File: config.mk
export PLATFORM = sky130hd
export DESIGN_NAME = esc_arming_failsafe_throttle
export DESIGN_NICKNAME = d
export VERILOG_FILES = /design/src/rtl/core/eaft_pkg.sv /design/src/rtl/core/eaft_div.sv /design/src/rtl/core/esc_arming_failsafe_throttle.sv
export SDC_FILE = /design/constraint.sdc
export NUM_CORES = 1
export LEC_CHECK = 0
export BUFFER_PORTS_ARGS = -buffer_cell sky130_fd_sc_hd__buf_2
export CORE_UTILIZATION = 57
export DETAILED_ROUTE_END_ITERATION = 6
export PLACE_DENSITY = 0.89
export SYNTH_ARGS = -nofsm -noshare
export SYNTH_HDL_FRONTEND = slang
export SYNTH_SLANG_ARGS = --single-unit
File: constraint.sdc
create_clock -name clk -period 7.9 [get_ports clk]
set_input_delay 1.58 -clock clk [delete_from_list [all_inputs] [get_ports clk]]
set_output_delay 1.58 -clock clk [all_outputs]
set_load 0.01 [all_outputs]
File: src/rtl/core/eaft_pkg.sv
// ----------------------------------------------------------------------------
// eaft_pkg
// Shared types, constants and helpers for the throttle arming and failsafe
// block and its iterative divider.
// ----------------------------------------------------------------------------
package eaft_pkg;

	// field widths
	localparam int PULSE_W = 11;
	localparam int SPEED_W = 16;
	localparam int COUNT_W = 16;
	localparam int DIVISOR_W = 15;
	localparam int MAG_W = 27;            // |speed| * |full - neutral| < 2**27
	localparam int SUM_W = MAG_W + 2;     // signed neutral plus signed quotient
	localparam int STEP_W = $clog2(MAG_W);

	// pulse limits in microseconds
	localparam logic [PULSE_W-1:0] PULSE_MIN_US = PULSE_W'(1000);
	localparam logic [PULSE_W-1:0] PULSE_MAX_US = PULSE_W'(2000);

	// register reset values
	localparam logic [PULSE_W-1:0] NEUTRAL_RST = PULSE_W'(1500);
	localparam logic [PULSE_W-1:0] FULL_RST = PULSE_W'(2000);
	localparam logic [COUNT_W-1:0] ARM_TIME_RST = COUNT_W'(3000);
	localparam logic [COUNT_W-1:0] TIMEOUT_RST = COUNT_W'(500);
	localparam logic [SPEED_W-1:0] PCT_LOW_RST = '0;
	localparam logic [DIVISOR_W-1:0] PCT_HIGH_RST = DIVISOR_W'(100);
	localparam logic [SPEED_W-1:0] SPEED_RST = SPEED_W'(1500);

	// input kinds carried on tuser
	localparam logic ACT_TICK = 1'b0;
	localparam logic ACT_CMD = 1'b1;

	// configuration register map
	typedef enum logic [2:0] {
		REG_NEUTRAL  = 3'd0,
		REG_FULL     = 3'd1,
		REG_ARM_TIME = 3'd2,
		REG_TIMEOUT  = 3'd3,
		REG_PCT_LOW  = 3'd4,
		REG_PCT_HIGH = 3'd5
	} cfg_reg_t;

	// sequencer states
	typedef enum logic [1:0] {
		ST_IDLE,
		ST_MUL,
		ST_DIV
	} seq_state_t;

	// divider request and response
	typedef struct packed {
		logic                 start;
		logic [MAG_W-1:0]     dividend;
		logic [DIVISOR_W-1:0] divisor;
	} div_req_t;

	typedef struct packed {
		logic             done;
		logic [MAG_W-1:0] quotient;
	} div_rsp_t;

	// saturate a signed pulse to the legal range
	function automatic logic [PULSE_W-1:0] clamp_pulse(input logic signed [SUM_W-1:0] p);
		logic [PULSE_W-1:0] r;
		if (p < $signed({{(SUM_W-PULSE_W){1'b0}}, PULSE_MIN_US}))
			r = PULSE_MIN_US;
		else if (p > $signed({{(SUM_W-PULSE_W){1'b0}}, PULSE_MAX_US}))
			r = PULSE_MAX_US;
		else
			r = p[PULSE_W-1:0];
		return r;
	endfunction

endpackage

File: src/rtl/core/eaft_div.sv
// ----------------------------------------------------------------------------
// eaft_div
// Restoring unsigned divider, one quotient bit per cycle. A start pulse loads
// the dividend; done pulses for one cycle when the quotient is final.
// ----------------------------------------------------------------------------
module eaft_div (
	input  logic              clk,
	input  logic              arst_n,
	input  eaft_pkg::div_req_t req,
	output eaft_pkg::div_rsp_t rsp
);
	import eaft_pkg::*;

	logic                 busy_q;
	logic                 done_q;
	logic [STEP_W-1:0]    step_q;
	logic [DIVISOR_W-1:0] rem_q;
	logic [MAG_W-1:0]     quo_q;
	logic [DIVISOR_W:0]   partial;
	logic [DIVISOR_W:0]   trial;
	logic                 fits;

	// trial subtract of the divisor from the shifted remainder
	always_comb begin
		partial = {rem_q, quo_q[MAG_W-1]};
		trial = partial - {1'b0, req.divisor};
		fits = partial >= {1'b0, req.divisor};
	end

	// control
	always_ff @(posedge clk or negedge arst_n) begin
		if (!arst_n) begin
			busy_q <= 1'b0;
			done_q <= 1'b0;
			step_q <= '0;
		end else begin
			done_q <= 1'b0;
			if (req.start) begin
				busy_q <= 1'b1;
				step_q <= STEP_W'(MAG_W - 1);
			end else if (busy_q) begin
				if (step_q == '0) begin
					busy_q <= 1'b0;
					done_q <= 1'b1;
				end else begin
					step_q <= step_q - 1'b1;
				end
			end
		end
	end

	// datapath: remainder and dividend/quotient shift register
	always_ff @(posedge clk) begin
		if (req.start) begin
			rem_q <= '0;
			quo_q <= req.dividend;
		end else if (busy_q) begin
			rem_q <= fits ? trial[DIVISOR_W-1:0] : partial[DIVISOR_W-1:0];
			quo_q <= {quo_q[MAG_W-2:0], fits};
		end
	end

	assign rsp.done = done_q;
	assign rsp.quotient = quo_q;

endmodule

File: src/rtl/core/esc_arming_failsafe_throttle.sv
// ----------------------------------------------------------------------------
// esc_arming_failsafe_throttle
// Throttle pulse generator for a motor speed controller with arming delay,
// command timeout failsafe and obstacle override.
//
// Usage:
//   s_* stream takes one item per transfer: s_tuser selects a one
//   millisecond tick (0) or a speed command (1); s_tdata carries the speed
//   value and the drive mode and obstacle flags. Every input transfer gives
//   exactly one result transfer on m_*, carrying the saturated pulse width,
//   the enable, armed and link-lost flags and the stored speed.
//   Every item other than a tick that scales a percent speed finishes in
//   the accepting cycle: the result is valid in the next cycle. A tick that
//   scales a percent speed runs the multiply state, then the shared
//   one-bit-per-cycle divider, then loads the quotient result into the
//   output register. One item is in flight at a time. s_tready is high
//   only when the sequencer is idle and the output register is empty or
//   being drained, so a stalled m_tready holds the result and blocks new
//   input. Reset clears the output enable, armed flag and both timers,
//   sets the stored speed to 1500 us and loads the register defaults.
//   The APB registers must be written only while idle; the block itself
//   does not enforce it.
// ----------------------------------------------------------------------------
module esc_arming_failsafe_throttle (
	input  logic        clk,
	input  logic        arst_n,
	// input stream
	input  logic        s_tvalid,
	output logic        s_tready,
	input  logic [23:0] s_tdata,   // speed_value[15:0], drive_mode[16], obstacle_override[17]
	input  logic        s_tuser,   // action
	// result stream
	output logic        m_tvalid,
	input  logic        m_tready,
	output logic [31:0] m_tdata,   // pulse_us[10:0], output_enabled[11], is_armed[12],
	                               // link_lost[13], stored_speed[29:14]
	// configuration port
	input  logic        psel,
	input  logic        penable,
	input  logic        pwrite,
	input  logic [4:0]  paddr,
	input  logic [31:0] pwdata,
	output logic [31:0] prdata,
	output logic        pready
);
	import eaft_pkg::*;

	// configuration registers
	logic [PULSE_W-1:0]   neutral_q;
	logic [PULSE_W-1:0]   full_q;
	logic [COUNT_W-1:0]   arm_time_q;
	logic [COUNT_W-1:0]   timeout_q;
	logic [SPEED_W-1:0]   pct_low_q;
	logic [DIVISOR_W-1:0] pct_high_q;
	cfg_reg_t             reg_sel;
	logic                 cfg_wr;

	// block state
	logic               att_q, armed_q;
	logic [COUNT_W-1:0] ae_q, ca_q;
	logic [SPEED_W-1:0] spd_q;

	// step logic
	logic               action, drive, obstacle;
	logic [SPEED_W-1:0] speed_in;
	logic               att_d, armed_d, armed_eff, lost_d, need_div, in_range;
	logic [COUNT_W-1:0] ae_inc, ca_inc, ae_d, ca_d;
	logic [SPEED_W-1:0] spd_d;
	logic [PULSE_W-1:0] pulse_d, neutral_clamped;
	logic               accept;

	// sequencer and shared divider
	seq_state_t state_q, state_d;
	div_req_t   div_req;
	div_rsp_t   div_rsp;
	logic       neg_q;
	logic signed [PULSE_W:0] diff;
	logic [SPEED_W-1:0]      s_mag;
	logic [PULSE_W-1:0]      d_mag;
	logic signed [SUM_W-1:0] q_signed, scaled;

	// output register
	logic               m_tvalid_q;
	logic [PULSE_W-1:0] out_pulse_q;
	logic               out_en_q, out_armed_q, out_lost_q;
	logic [SPEED_W-1:0] out_spd_q;

	// ------------------------------------------------------------------
	// configuration port
	// ------------------------------------------------------------------
	assign pready = 1'b1;
	assign reg_sel = cfg_reg_t'(paddr[4:2]);
	assign cfg_wr = psel && penable && pwrite && pready;

	always_ff @(posedge clk or negedge arst_n) begin
		if (!arst_n) begin
			neutral_q  <= NEUTRAL_RST;
			full_q     <= FULL_RST;
			arm_time_q <= ARM_TIME_RST;
			timeout_q  <= TIMEOUT_RST;
			pct_low_q  <= PCT_LOW_RST;
			pct_high_q <= PCT_HIGH_RST;
		end else if (cfg_wr) begin
			unique case (reg_sel)
				REG_NEUTRAL:  neutral_q  <= pwdata[PULSE_W-1:0];
				REG_FULL:     full_q     <= pwdata[PULSE_W-1:0];
				REG_ARM_TIME: arm_time_q <= pwdata[COUNT_W-1:0];
				REG_TIMEOUT:  timeout_q  <= pwdata[COUNT_W-1:0];
				REG_PCT_LOW:  pct_low_q  <= pwdata[SPEED_W-1:0];
				REG_PCT_HIGH: pct_high_q <= pwdata[DIVISOR_W-1:0];
				default: ;
			endcase
		end
	end

	// register readback
	always_comb begin
		unique case (reg_sel)
			REG_NEUTRAL:  prdata = {21'b0, neutral_q};
			REG_FULL:     prdata = {21'b0, full_q};
			REG_ARM_TIME: prdata = {16'b0, arm_time_q};
			REG_TIMEOUT:  prdata = {16'b0, timeout_q};
			REG_PCT_LOW:  prdata = {16'b0, pct_low_q};
			REG_PCT_HIGH: prdata = {17'b0, pct_high_q};
			default:      prdata = '0;
		endcase
	end

	// ------------------------------------------------------------------
	// step decode: tick timers, enable, arming and failsafe
	// ------------------------------------------------------------------
	assign action = s_tuser;
	assign speed_in = s_tdata[15:0];
	assign drive = s_tdata[16];
	assign obstacle = s_tdata[17];

	assign neutral_clamped = clamp_pulse($signed({{(SUM_W-PULSE_W){1'b0}}, neutral_q}));
	assign in_range = ($signed(spd_q) >= $signed(pct_low_q))
		&& ($signed(spd_q) <= $signed({1'b0, pct_high_q}));

	always_comb begin
		ae_inc = (ae_q == '1) ? ae_q : ae_q + 1'b1;
		ca_inc = (ca_q == '1) ? ca_q : ca_q + 1'b1;
		att_d = att_q;
		armed_d = armed_q;
		armed_eff = armed_q;
		ae_d = ae_q;
		ca_d = ca_q;
		spd_d = spd_q;
		lost_d = 1'b0;
		need_div = 1'b0;
		pulse_d = neutral_clamped;
		if (action == ACT_CMD) begin
			spd_d = speed_in;
			ca_d = '0;
		end else if (!drive) begin
			att_d = 1'b0;
			ae_d = ae_inc;
			ca_d = ca_inc;
		end else begin
			// entering drive mode restarts timers and disarms
			att_d = 1'b1;
			armed_eff = att_q && armed_q;
			armed_d = armed_eff;
			ae_d = att_q ? ae_inc : '0;
			ca_d = att_q ? ca_inc : '0;
			if (!armed_eff) begin
				if (ae_d >= arm_time_q)
					armed_d = 1'b1;
			end else if (ca_d >= timeout_q) begin
				lost_d = 1'b1;
			end else if (!obstacle) begin
				if (!in_range)
					pulse_d = clamp_pulse(SUM_W'($signed(spd_q)));
				else if (pct_high_q != '0)
					need_div = 1'b1;
			end
		end
	end

	assign accept = s_tvalid && s_tready;

	// state update on each transfer
	always_ff @(posedge clk or negedge arst_n) begin
		if (!arst_n) begin
			att_q   <= 1'b0;
			armed_q <= 1'b0;
			ae_q    <= '0;
			ca_q    <= '0;
			spd_q   <= SPEED_RST;
		end else if (accept) begin
			att_q   <= att_d;
			armed_q <= armed_d;
			ae_q    <= ae_d;
			ca_q    <= ca_d;
			spd_q   <= spd_d;
		end
	end

	// ------------------------------------------------------------------
	// percent scaling sequencer: multiply, then shared divider
	// ------------------------------------------------------------------
	assign diff = $signed({1'b0, full_q}) - $signed({1'b0, neutral_q});
	assign s_mag = spd_q[SPEED_W-1] ? SPEED_W'(-spd_q) : spd_q;
	assign d_mag = diff[PULSE_W] ? PULSE_W'(-diff) : diff[PULSE_W-1:0];

	always_ff @(posedge clk or negedge arst_n) begin
		if (!arst_n)
			state_q <= ST_IDLE;
		else
			state_q <= state_d;
	end

	always_comb begin
		state_d = state_q;
		s_tready = 1'b0;
		div_req.start = 1'b0;
		div_req.dividend = MAG_W'(s_mag * d_mag);
		div_req.divisor = pct_high_q;
		unique case (state_q)
			ST_IDLE: begin
				s_tready = !m_tvalid_q || m_tready;
				if (s_tvalid && s_tready && need_div)
					state_d = ST_MUL;
			end
			ST_MUL: begin
				div_req.start = 1'b1;
				state_d = ST_DIV;
			end
			ST_DIV: begin
				if (div_rsp.done)
					state_d = ST_IDLE;
			end
			default: state_d = ST_IDLE;
		endcase
	end

	// quotient sign follows the operand signs
	always_ff @(posedge clk) begin
		if (state_q == ST_MUL)
			neg_q <= spd_q[SPEED_W-1] ^ diff[PULSE_W];
	end

	eaft_div u_div (
		.clk    (clk),
		.arst_n (arst_n),
		.req    (div_req),
		.rsp    (div_rsp)
	);

	assign q_signed = neg_q ? -$signed({2'b0, div_rsp.quotient})
		: $signed({2'b0, div_rsp.quotient});
	assign scaled = $signed({{(SUM_W-PULSE_W){1'b0}}, neutral_q}) + q_signed;

	// ------------------------------------------------------------------
	// output register
	// ------------------------------------------------------------------
	always_ff @(posedge clk or negedge arst_n) begin
		if (!arst_n)
			m_tvalid_q <= 1'b0;
		else if ((accept && !need_div) || (state_q == ST_DIV && div_rsp.done))
			m_tvalid_q <= 1'b1;
		else if (m_tready)
			m_tvalid_q <= 1'b0;
	end

	always_ff @(posedge clk) begin
		if (accept) begin
			out_pulse_q <= pulse_d;
			out_en_q    <= att_d;
			out_armed_q <= armed_d;
			out_lost_q  <= lost_d;
			out_spd_q   <= spd_d;
		end else if (state_q == ST_DIV && div_rsp.done) begin
			out_pulse_q <= clamp_pulse(scaled);
		end
	end

	assign m_tvalid = m_tvalid_q;
	assign m_tdata = {2'b0, out_spd_q, out_lost_q, out_armed_q, out_en_q, out_pulse_q};

	// ------------------------------------------------------------------
	// assertions
	// ------------------------------------------------------------------
	// a new transfer never overwrites a result still waiting
	a_no_overwrite: assert property (@(posedge clk) disable iff (!arst_n)
		accept |-> (!m_tvalid_q || m_tready))
		else $error("input taken while result pending");

	// no input while a scaling is under way
	a_busy_blocks: assert property (@(posedge clk) disable iff (!arst_n)
		(state_q != ST_IDLE) |-> !s_tready)
		else $error("ready while sequencer busy");

	// divider completes only while the sequencer waits for it
	a_div_done: assert property (@(posedge clk) disable iff (!arst_n)
		div_rsp.done |-> (state_q == ST_DIV))
		else $error("divider done outside wait state");

	// results always carry a saturated pulse
	a_pulse_range: assert property (@(posedge clk) disable iff (!arst_n)
		m_tvalid_q |-> (out_pulse_q >= PULSE_MIN_US && out_pulse_q <= PULSE_MAX_US))
		else $error("pulse out of range");

endmodule

* Yosys cells after proc, flatten, opt, wreduce, memory -nomap -nowiden
Cells that the tools add are included. W data, S select, Z words.
Storage, ports and cells: bits in registers 218, input bits 69, logic and storage cells 150, output and inout port bits 67
Operators by class: $lt $le $gt $ge 11, mux-type cells 59, equal/unequal tests 12, $add $sub $neg 9, bitwise operators 4, reductions and logical operators 30, multiply operators 1
Operator list (count):
- $mux W11 | 15
- $mux W16 | 9
- $pmux W16 S6 | 1
- $mux W27 | 2
- $ge A16 B16 Y1 | 3
- $add A16 B1 Y16 const B | 2
- $eq A16 B16 Y1 const B | 2
- $add A12 B29 Y29 | 1
- $gt A29 B12 Y1 const B | 1
- $lt A29 B11 Y1 const B | 1
- $mux W29 | 1
- $neg A27 Y29 | 1
- $mul A16 B11 Y27 | 1
- $mux W1 | 24
- $reduce_and A2 Y1 | 9
- $ge A16 B15 Y1 | 1
- $gt A16 B12 Y1 const B | 1
- $le A16 B16 Y1 | 1
- $lt A16 B11 Y1 const B | 1
- $neg A16 Y16 | 1
- $mux W15 | 1
- $mux W5 | 3
- $reduce_bool A15 Y1 | 1
- $sub A15 B15 Y15 | 1
- 24 further kinds | 42

* Logic depth before layout (Yosys ltp)
Gate-level depths: netlist (run 1).
depth in word-level cells 12, mapped depth 33, gate-level depth less buffers 32

* Hierarchy
A second synthesis (run 1) with hierarchy kept.
Second synthesis, totals: cells, all modules 2434, area, all modules 21365.5 µm²
Modules (own cells, without submodules):
- esc_arming_failsafe_throttle | cells an instance 2147, area an instance 18416.4 µm², sequential area each 4429.2 µm², times used 1
- eaft_div | cells an instance 287, area an instance 2949.1 µm², sequential area each 1286.2 µm², times used 1

* Worst setup path before layout (run 1)
Ideal clock, no wire load.
path type reg2reg, start register neutral_q[0], end register u_div.quo_q[26] (data pin), path buffers 1, library setup time 267 ps, slack 112 ps, arrival 7521 ps, required time 7633 ps, cell stages (with the launch flop) 32, clock period less this slack 7788 ps, cell sequence dfrtp_1 > ha_1 > inv_1 > fa_1 > a21o_1 > a21oi_1 > o21ai_0 > a21oi_1 > o21ai_0 > xnor2_1 > a31oi_1 > xnor2_1 > clkbuf_1 > nor2_1 > fa_1 > inv_1 > fa_1 > fa_1 > fa_1 > fa_1 > inv_1 > ha_1 > a21o_1 > a21o_1 > a21oi_1 > o32a_1 > o311ai_0 > nand2_1 > o21ai_0 > o41ai_1 > xnor2_1 > o21ai_0
On the way: cells in the longest elaborated chain, start to end 5
RTL lines:
- start, declared | RTL line esc_arming_failsafe_throttle.sv:49 | logic [PULSE_W-1:0] neutral_q;
- start signal, assigned | RTL line esc_arming_failsafe_throttle.sv:105 | REG_NEUTRAL: neutral_q <= pwdata[PULSE_W-1:0];
- $sub A11 B11 Y12 * | RTL line esc_arming_failsafe_throttle.sv:203 | assign diff = $signed({1'b0, full_q}) - $signed({1'b0, neutral_q});
- $neg A11 Y11 | RTL line esc_arming_failsafe_throttle.sv:205 | assign d_mag = diff[PULSE_W] ? PULSE_W'(-diff) : diff[PULSE_W-1:0];
- $mux W11 * | RTL line esc_arming_failsafe_throttle.sv:205
- $mul A16 B11 Y27 * | RTL line esc_arming_failsafe_throttle.sv:218 | div_req.dividend = MAG_W'(s_mag * d_mag);
- $mux W27 * | RTL line eaft_div.sv:54 | if (req.start) begin
- end signal, assigned | RTL line eaft_div.sv:56 | quo_q <= req.dividend;
- end signal, assigned | RTL line eaft_div.sv:59 | quo_q <= {quo_q[MAG_W-2:0], fits};
- end, declared | RTL line eaft_div.sv:18 | logic [MAG_W-1:0] quo_q;
Every way passes the cells marked *; elsewhere a longest branch is shown, timed or not. A chain may end at the register's enable or synchronous reset.

* Worst setup path in the final report (run 1)
start register full_q[0], end register u_div.quo_q[23] (data pin)
On the way: cells in the longest elaborated chain, start to end 5
RTL lines:
- start, declared | RTL line esc_arming_failsafe_throttle.sv:50 | logic [PULSE_W-1:0] full_q;
- start signal, assigned | RTL line esc_arming_failsafe_throttle.sv:106 | REG_FULL: full_q <= pwdata[PULSE_W-1:0];
- $sub A11 B11 Y12 * | RTL line esc_arming_failsafe_throttle.sv:203
- $neg A11 Y11 | RTL line esc_arming_failsafe_throttle.sv:205
- $mux W11 * | RTL line esc_arming_failsafe_throttle.sv:205
- $mul A16 B11 Y27 * | RTL line esc_arming_failsafe_throttle.sv:218
- $mux W27 * | RTL line eaft_div.sv:54
Marks and branches as above.

==> impl_metrics.py, run 1 <==
metrics = {
    "global_routing": {
        "first_global_vias": 18690,
        "grt_usage": 0.3170,
        "grt_first_pass_wirelength_um": 96260,
        "largest_net_degree_at_the_start_of_global_routing": 78,
        "number_of_antenna_violations_at_the_first_check_in_global_routing": 0,
        "grt.overflow.total": 0,
    },
    "route": {
        "route.detailed.drc": 0,
        "detailedRoute.firstIterationViolations": 1810,
        "wl_met2_um": 29080,
        "routedLengthMet1_um": 23160,
        "top_layer": "met4",
        "detail_route.wirelength_um": 61210,
        "route.vias.total": 18760,
        "post_drt_wl_per_cell_um": 20.20,
        "postRouteAntennaNets": 0,
        "drt-vias-per-instance": 6.191,
        "drtPass1Iterations": 6,
        "met3_length_um": 5483,
    },
    "worst_setup_path": {
        "setup.reg_to_reg.worst_slack_ps": 100,
        "reg2reg_to": "u_div.quo_q[23]",
        "critPathRequiredTime_ps": 8180,
        "critPathLaunch": "full_q[0]",
        "worst-path-stages": 32,
        "maximum_fanout_along_the_worst_path": 4,
        "start_kind": "register",
        "critPathMostFrequentCell": "fa_1",
        "reg2reg_depth": 32,
        "timing.critical_path.slowest_cell_delay_ps": 560,
        "crit_buf_inv": 6,
        "crit_reg_reg_startpoint": "full_q[0]",
        "crit_path_top_delay_cell": "fa_1",
        "critPathArrivalTime_ps": 8080,
        "kind_of_cell_adding_the_most_delay_to_the_critical_path": "adder cells",
        "worstSetupPathType": "register to register",
        "timing.critical_path.to": "u_div.quo_q[23]",
        "cp-end-kind": "register",
    },
    "timing": {
        "fin_hold_ws_ps": 462.3,
        "finClkSkew_ps": 9.993,
        "clock.fmax_mhz": 128.2,
        "slew-limit-headroom": 0.2321,
        "timing.final.ws_setup_ps": 100.4,
        "setup_tns_ps": 0,
        "slew_viol_final": 0,
        "final_min_period_over_clock_period": 0.9873,
        "worstMarginPinSlew_ps": 1152,
        "period_needed_ps": 7800,
        "setup_violations": 0,
        "finalHoldViolations": 0,
    },
    "clocking": {
        "clock_sinks": 218,
        "tritoncts_clock_tree": "built",
        "clk_path_buf_depth": 3,
        "cts.clk_slew.worst_paths_ps": 60,
        "clock_tree.htree_level_count": 1,
        "worstSkewPairLatency_ps": 560,
        "clock_tree.root_cell": "clkbuf_16",
        "cts_buffers": 25,
    },
    "floorplanning": {
        "floorplan.rows": 70,
        "effective_utilization_at_floorplan": 0.5794,
        "core-area_um2": 36610,
        "chipHeight_um": 194.9,
        "fp.dieW_um": 194.9,
        "floorplan.die_area_um2": 37990,
        "boundaryPins": 136,
    },
    "placed_design": {
        "dp_hpwl_um": 45560,
        "placedCellCount": 2975,
        "place.port_buffers": 92,
        "gp_congestion": 1.005,
        "preCtsSetupSlack_ps": -104.2,
    },
    "final_layout": {
        "final_common_cell": "inv_1",
        "post_route_cells_drive_above_1_share": 0.1608,
        "num_antenna_cells": 0,
        "layout-area-overhead-vs-synth_pct": 11.82,
        "final-instance-count-excl-fill": 3030,
        "nets": 2912,
        "n_fill_cell": 2808,
        "mostFrequentLayoutCells": "260 x inv_1, 255 x nand2_1, 190 x o21ai_0",
    },
    "logic_synthesis": {
        "synth_cells": 2437,
        "post_synth_instance_area_um2": 21210,
        "yosys_warnings": 0,
        "synth_ff_type": "dfrtp_1",
        "synthesized_area_divided_by_synthesized_cell_count_um2": 8.703,
        "synth-seq-cells": 218,
        "async_reset_ff_frac": 0.6651,
        "synthDistinctLibCells": 89,
        "synth_enable_flop_cells": 58,
        "sequential_share_of_the_synthesized_area": 0.2695,
    },
    "outcome": {
        "status": "finished, final reports clean",
    },
    "job": {
        "cap_violations": 0,
    },
    "min_path": {
        "timing.hold.worst.class": "register to register",
    },
}
[cells by family (layout without fill, tap and decap cells)]
logic type / Yosys count / count (layout) / share of synthesized area
flip-flops: 218 / 218 / 0.2695
multiplexers: 88 / 88 / 0.04536
adder cells (fa/ha/maj): 300 / 300 / 0.2223
AND/OR/NAND/NOR: 775 / 775 / 0.1774
buffers and inverters: 391 / 499 / 0.07386
AO/OA/AOI/OAI: 529 / 529 / 0.1556
XOR/XNOR: 134 / 134 / 0.05569
other: 2 / 19 / 0.0003541
[how the worst min path moves through the flow]
stage                       startpoint          to  slack (ps)  cells after the start
final                     u_div.done_q  state_q[1]         460                      1
after global routing      u_div.done_q  state_q[1]         470                      1
after floorplan           u_div.done_q  state_q[1]         440                      1
after detailed placement  u_div.done_q  state_q[1]         460                      1
after CTS                 u_div.done_q  state_q[1]         470                      1
after global placement    u_div.done_q  state_q[1]         450                      1
[state kept, by name, summed over array words and instances (netlist names), 16 cells and up]
name         cells
pct_low_q       16
ae_q            16
arm_time_q      16
spd_q           16
u_div.quo_q     27
timeout_q       16
out_spd_q       16
ca_q            16
[cell type report]
type | instances | area, um2 | area share
multi-input combinational | 1845 | 14290 | 0.6027
clock buffer | 36 | 749.5 | 0.03160
timing repair buffer | 190 | 1269 | 0.05349
clock inverter | 10 | 117.6 | 0.004959
inverter | 263 | 987.2 | 0.04162
tap | 468 | 585.6 | 0.02469
sequential | 218 | 5715 | 0.2410
[synthesized netlist by cell type, types with 10 or more instances]
cell	instances	area share
o22ai_1	13	0.0038
nand2_1	255	0.045
nor2b_1	22	0.0065
or4_1	12	0.0042
nand4_1	19	0.0056
a21oi_1	118	0.028
xor2_1	58	0.024
or2_2	14	0.0041
o211ai_1	11	0.0039
buf_4	22	0.0078
ha_1	172	0.10
clkbuf_1	97	0.017
a21o_1	30	0.011
dfxtp_1	15	0.014
o31ai_1	31	0.011
nor4_1	17	0.0050
dfrtp_1	109	0.13
edfxtp_1	58	0.082
o21ai_0	199	0.047
and3_1	16	0.0047
and2_1	38	0.011
nand2b_1	55	0.016
dfstp_2	36	0.045
mux2i_1	32	0.015
nor3_1	40	0.0094
mux2_2	55	0.029
o21a_1	10	0.0035
inv_1	262	0.046
nand3_1	45	0.011
nor2_1	184	0.033
a31oi_1	23	0.0068
xnor2_1	75	0.031
or3_1	20	0.0059
fa_1	128	0.12
[stage by stage]
stage                     utilization  area (um2)
final                          0.6478       23720
after global routing           0.6478       23720
after CTS                      0.6382       23370
after detailed placement       0.6141       22480
after global placement         0.6141       22480
after floorplan                     -       21270
[what timing repair did]
item                                    CTS  global route
hold buffers                              0             0
endpoints found under the setup margin    4            13
resized for setup                         6            58
cloned                                    0             2
pin swaps                                 2            36
buffers inserted                          0             7
[routing by layer]
metal	GRT usage	vias up
li1	-	8541
met1	0.4000	9021
met2	0.5310	971
met3	0.04598	227
met4	0.1595	0
met5	0	-
[worst reg2reg max path, delay by kind of cell (launching register included)]
family / cells / cell delay [ps]
buffers and inverters: 6 / 550
AOI/OAI and AO/OA: 11 / 1860
and+or+nand+nor: 4 / 600
adders and majority gates: 8 / 3330
DFF: 1 / 380
xor gates and xnor gates: 3 / 820
Power of run 1 is left out: the tool's default activity adds up to more than one toggle a clock period on the data nets, which glitch-free logic cannot reach.
==> run 2: changes to the inputs <==
--- a/config.mk
+++ b/config.mk
@@ -9,6 +9,7 @@
 export CORE_UTILIZATION = 57
 export DETAILED_ROUTE_END_ITERATION = 6
 export PLACE_DENSITY = 0.89
+export RECOVER_POWER = 50
 export SYNTH_ARGS = -nofsm -noshare
 export SYNTH_HDL_FRONTEND = slang
 export SYNTH_SLANG_ARGS = --single-unit
==> run 2 against run 1 <==
Against the previous run: utilization shrank 0.21 points; flip-flop and latch count is the same; register-to-register slack is essentially flat; die area is the same; routed wire length grew 0.17%; critical endpoint unchanged; via count shrank 0.10%; global-route usage is the same; first-iteration DRC count shrank 4.9%; the flow now finishes with violations (capacitance limit, slew limit); non-clock buffer count is the same; clock-buffer cell count is the same; worst setup slack gained 1.5 ps; critical path depth is the same.
==> impl_metrics.py, run 2 (synthesized netlist as in run 1, its figures left out) <==
metrics = {
    "outcome": {
        "status": "complete, but fails checks",
        "failed_checks": "capacitance limit, slew limit",
    },
    "job": {
        "cap_violations": 4,
    },
    "route": {
        "detailedRoute.firstIterationViolations": 1721,
        "detail_route.wirelength_um": 61310,
        "drt-vias-per-instance": 6.185,
        "drtPass1Iterations": 5,
        "route.vias.total": 18740,
        "postRouteAntennaNets": 0,
        "post_drt_wl_per_cell_um": 20.24,
        "route.detailed.drc": 0,
    },
    "timing": {
        "slew-limit-headroom": -1.626,
        "period_needed_ps": 7798,
        "slew_viol_final": 227,
        "final_min_period_over_clock_period": 0.9871,
        "setup_violations": 0,
        "clock.fmax_mhz": 128.2,
        "timing.final.ws_setup_ps": 101.9,
        "finalHoldViolations": 0,
        "finClkSkew_ps": 13.07,
        "worstMarginPinSlew_ps": 3939,
        "fin_hold_ws_ps": 465.1,
    },
    "placed_design": {
        "preCtsSetupSlack_ps": -104.2,
        "gp_congestion": 1.005,
        "dp_hpwl_um": 45560,
        "place.port_buffers": 92,
        "placement.cell_area_um2": 22480,
    },
    "final_layout": {
        "num_antenna_cells": 0,
        "registers.top_by_ff_count": "u_div.quo_q",
        "largest_register_ffs": 27,
        "n_fill_cell": 2834,
        "layout-area-overhead-vs-synth_pct": 11.46,
        "mostFrequentLayoutCells": "261 x inv_1, 255 x nand2_1, 190 x o21ai_0",
        "final_common_cell": "inv_1",
        "nets": 2912,
        "post-route-cell-area_um2": 23640,
        "post_route_cells_drive_above_1_share": 0.1425,
    },
    "clocking": {
        "worstSkewPairLatency_ps": 560,
        "clock_tree.htree_level_count": 1,
        "cts_buffers": 25,
        "hold_buffers": 0,
        "cts.clk_slew.worst_paths_ps": 60,
        "clock_tree.root_cell": "clkbuf_16",
        "tritoncts_clock_tree": "built",
        "clock_sinks": 218,
        "clk_path_buf_depth": 3,
    },
    "floorplanning": {
        "floorplan.die_area_um2": 37990,
        "boundaryPins": 136,
        "fp.dieW_um": 194.9,
        "effective_utilization_at_floorplan": 0.5794,
        "floorplan.rows": 70,
        "core-area_um2": 36610,
        "chipHeight_um": 194.9,
    },
    "global_routing": {
        "grt.overflow.total": 0,
        "grt_first_pass_wirelength_um": 96260,
        "largest_net_degree_at_the_start_of_global_routing": 78,
        "number_of_antenna_violations_at_the_first_check_in_global_routing": 0,
        "first_global_vias": 18690,
        "grt_usage": 0.3170,
    },
    "worst_setup_path": {
        "critPathRequiredTime_ps": 8180,
        "maximum_fanout_along_the_worst_path": 4,
        "cp-end-kind": "register",
        "timing.critical_path.slowest_cell_delay_ps": 560,
        "critPathMostFrequentCell": "fa_1",
        "start_kind": "register",
        "worstSetupPathType": "register to register",
        "critPathArrivalTime_ps": 8070,
        "crit_path_top_delay_cell": "fa_1",
    },
    "min_path": {
        "timing.hold.worst.class": "register to register",
    },
}
-- run 2: final timing paths --
| path | startpoint | to | slack [ps] | cells after the start |
|---|---|---|---|---|
| worst min-delay path | u_div.done_q | state_q[1] | 470 | 1 |
| worst min register to register | u_div.done_q | state_q[1] | 470 | 1 |
| worst max-delay path | full_q[0] | u_div.quo_q[23] | 100 | 32 |
| max in group asynchronous | arst_n | neutral_q[5] | 2020 | 2 |
| min in group asynchronous | arst_n | ae_q[3] | 2380 | 1 |
| worst max register to register | full_q[0] | u_div.quo_q[23] | 100 | 32 |
-- run 2: repair_timing --
action,CTS,global route
setup buffers,0,7
setup endpoints to repair,4,13
pin swaps,2,36
gates resized for setup,6,58
gates cloned,0,2
-- run 2: area by class of cell --
| type | instances | area [um2] | share of cell area |
|---|---|---|---|
| multi-input combinational | 1845 | 14280 | 0.6042 |
| timing repair buffer | 190 | 1202 | 0.05086 |
| clock buffer | 36 | 749.5 | 0.03170 |
| tap | 468 | 585.6 | 0.02477 |
| clock inverter | 10 | 117.6 | 0.004975 |
| sequential | 218 | 5715 | 0.2418 |
| inverter | 263 | 987.2 | 0.04176 |
-- run 2: per-stage QoR --
| stage | TNS, ps | util | cells |
|---|---|---|---|
| after CTS | 0 | 0.6382 | 3021 |
| after floorplan | 0 | - | 2454 |
| after global routing | -682.3 | 0.6458 | 3030 |
| after global placement | 0 | 0.6141 | 2975 |
| final | 0 | 0.6458 | 3030 |
| after detailed placement | -350.5 | 0.6141 | 2975 |
-- run 2: routing by layer --
metal | vias up | wire [um] | global-route usage
met2 | 958 | 29150 | 0.5310
met5 | - | 0 | 0
li1 | 8529 | - | -
met4 | 0 | 3546 | 0.1595
met1 | 9014 | 23400 | 0.4000
met3 | 240 | 5212 | 0.04598
-- run 2: worst max-delay path: cells and delay by family, from the launching register on --
kind / cells / cell delay, ps
AO/OA/AOI/OAI: 11 / 1860
XOR/XNOR: 3 / 810
adder cells (fa/ha/maj): 8 / 3340
buffers and inverters: 6 / 550
flip-flops: 1 / 380
AND/OR/NAND/NOR: 4 / 600
Power of run 2 is left out for the same reason.
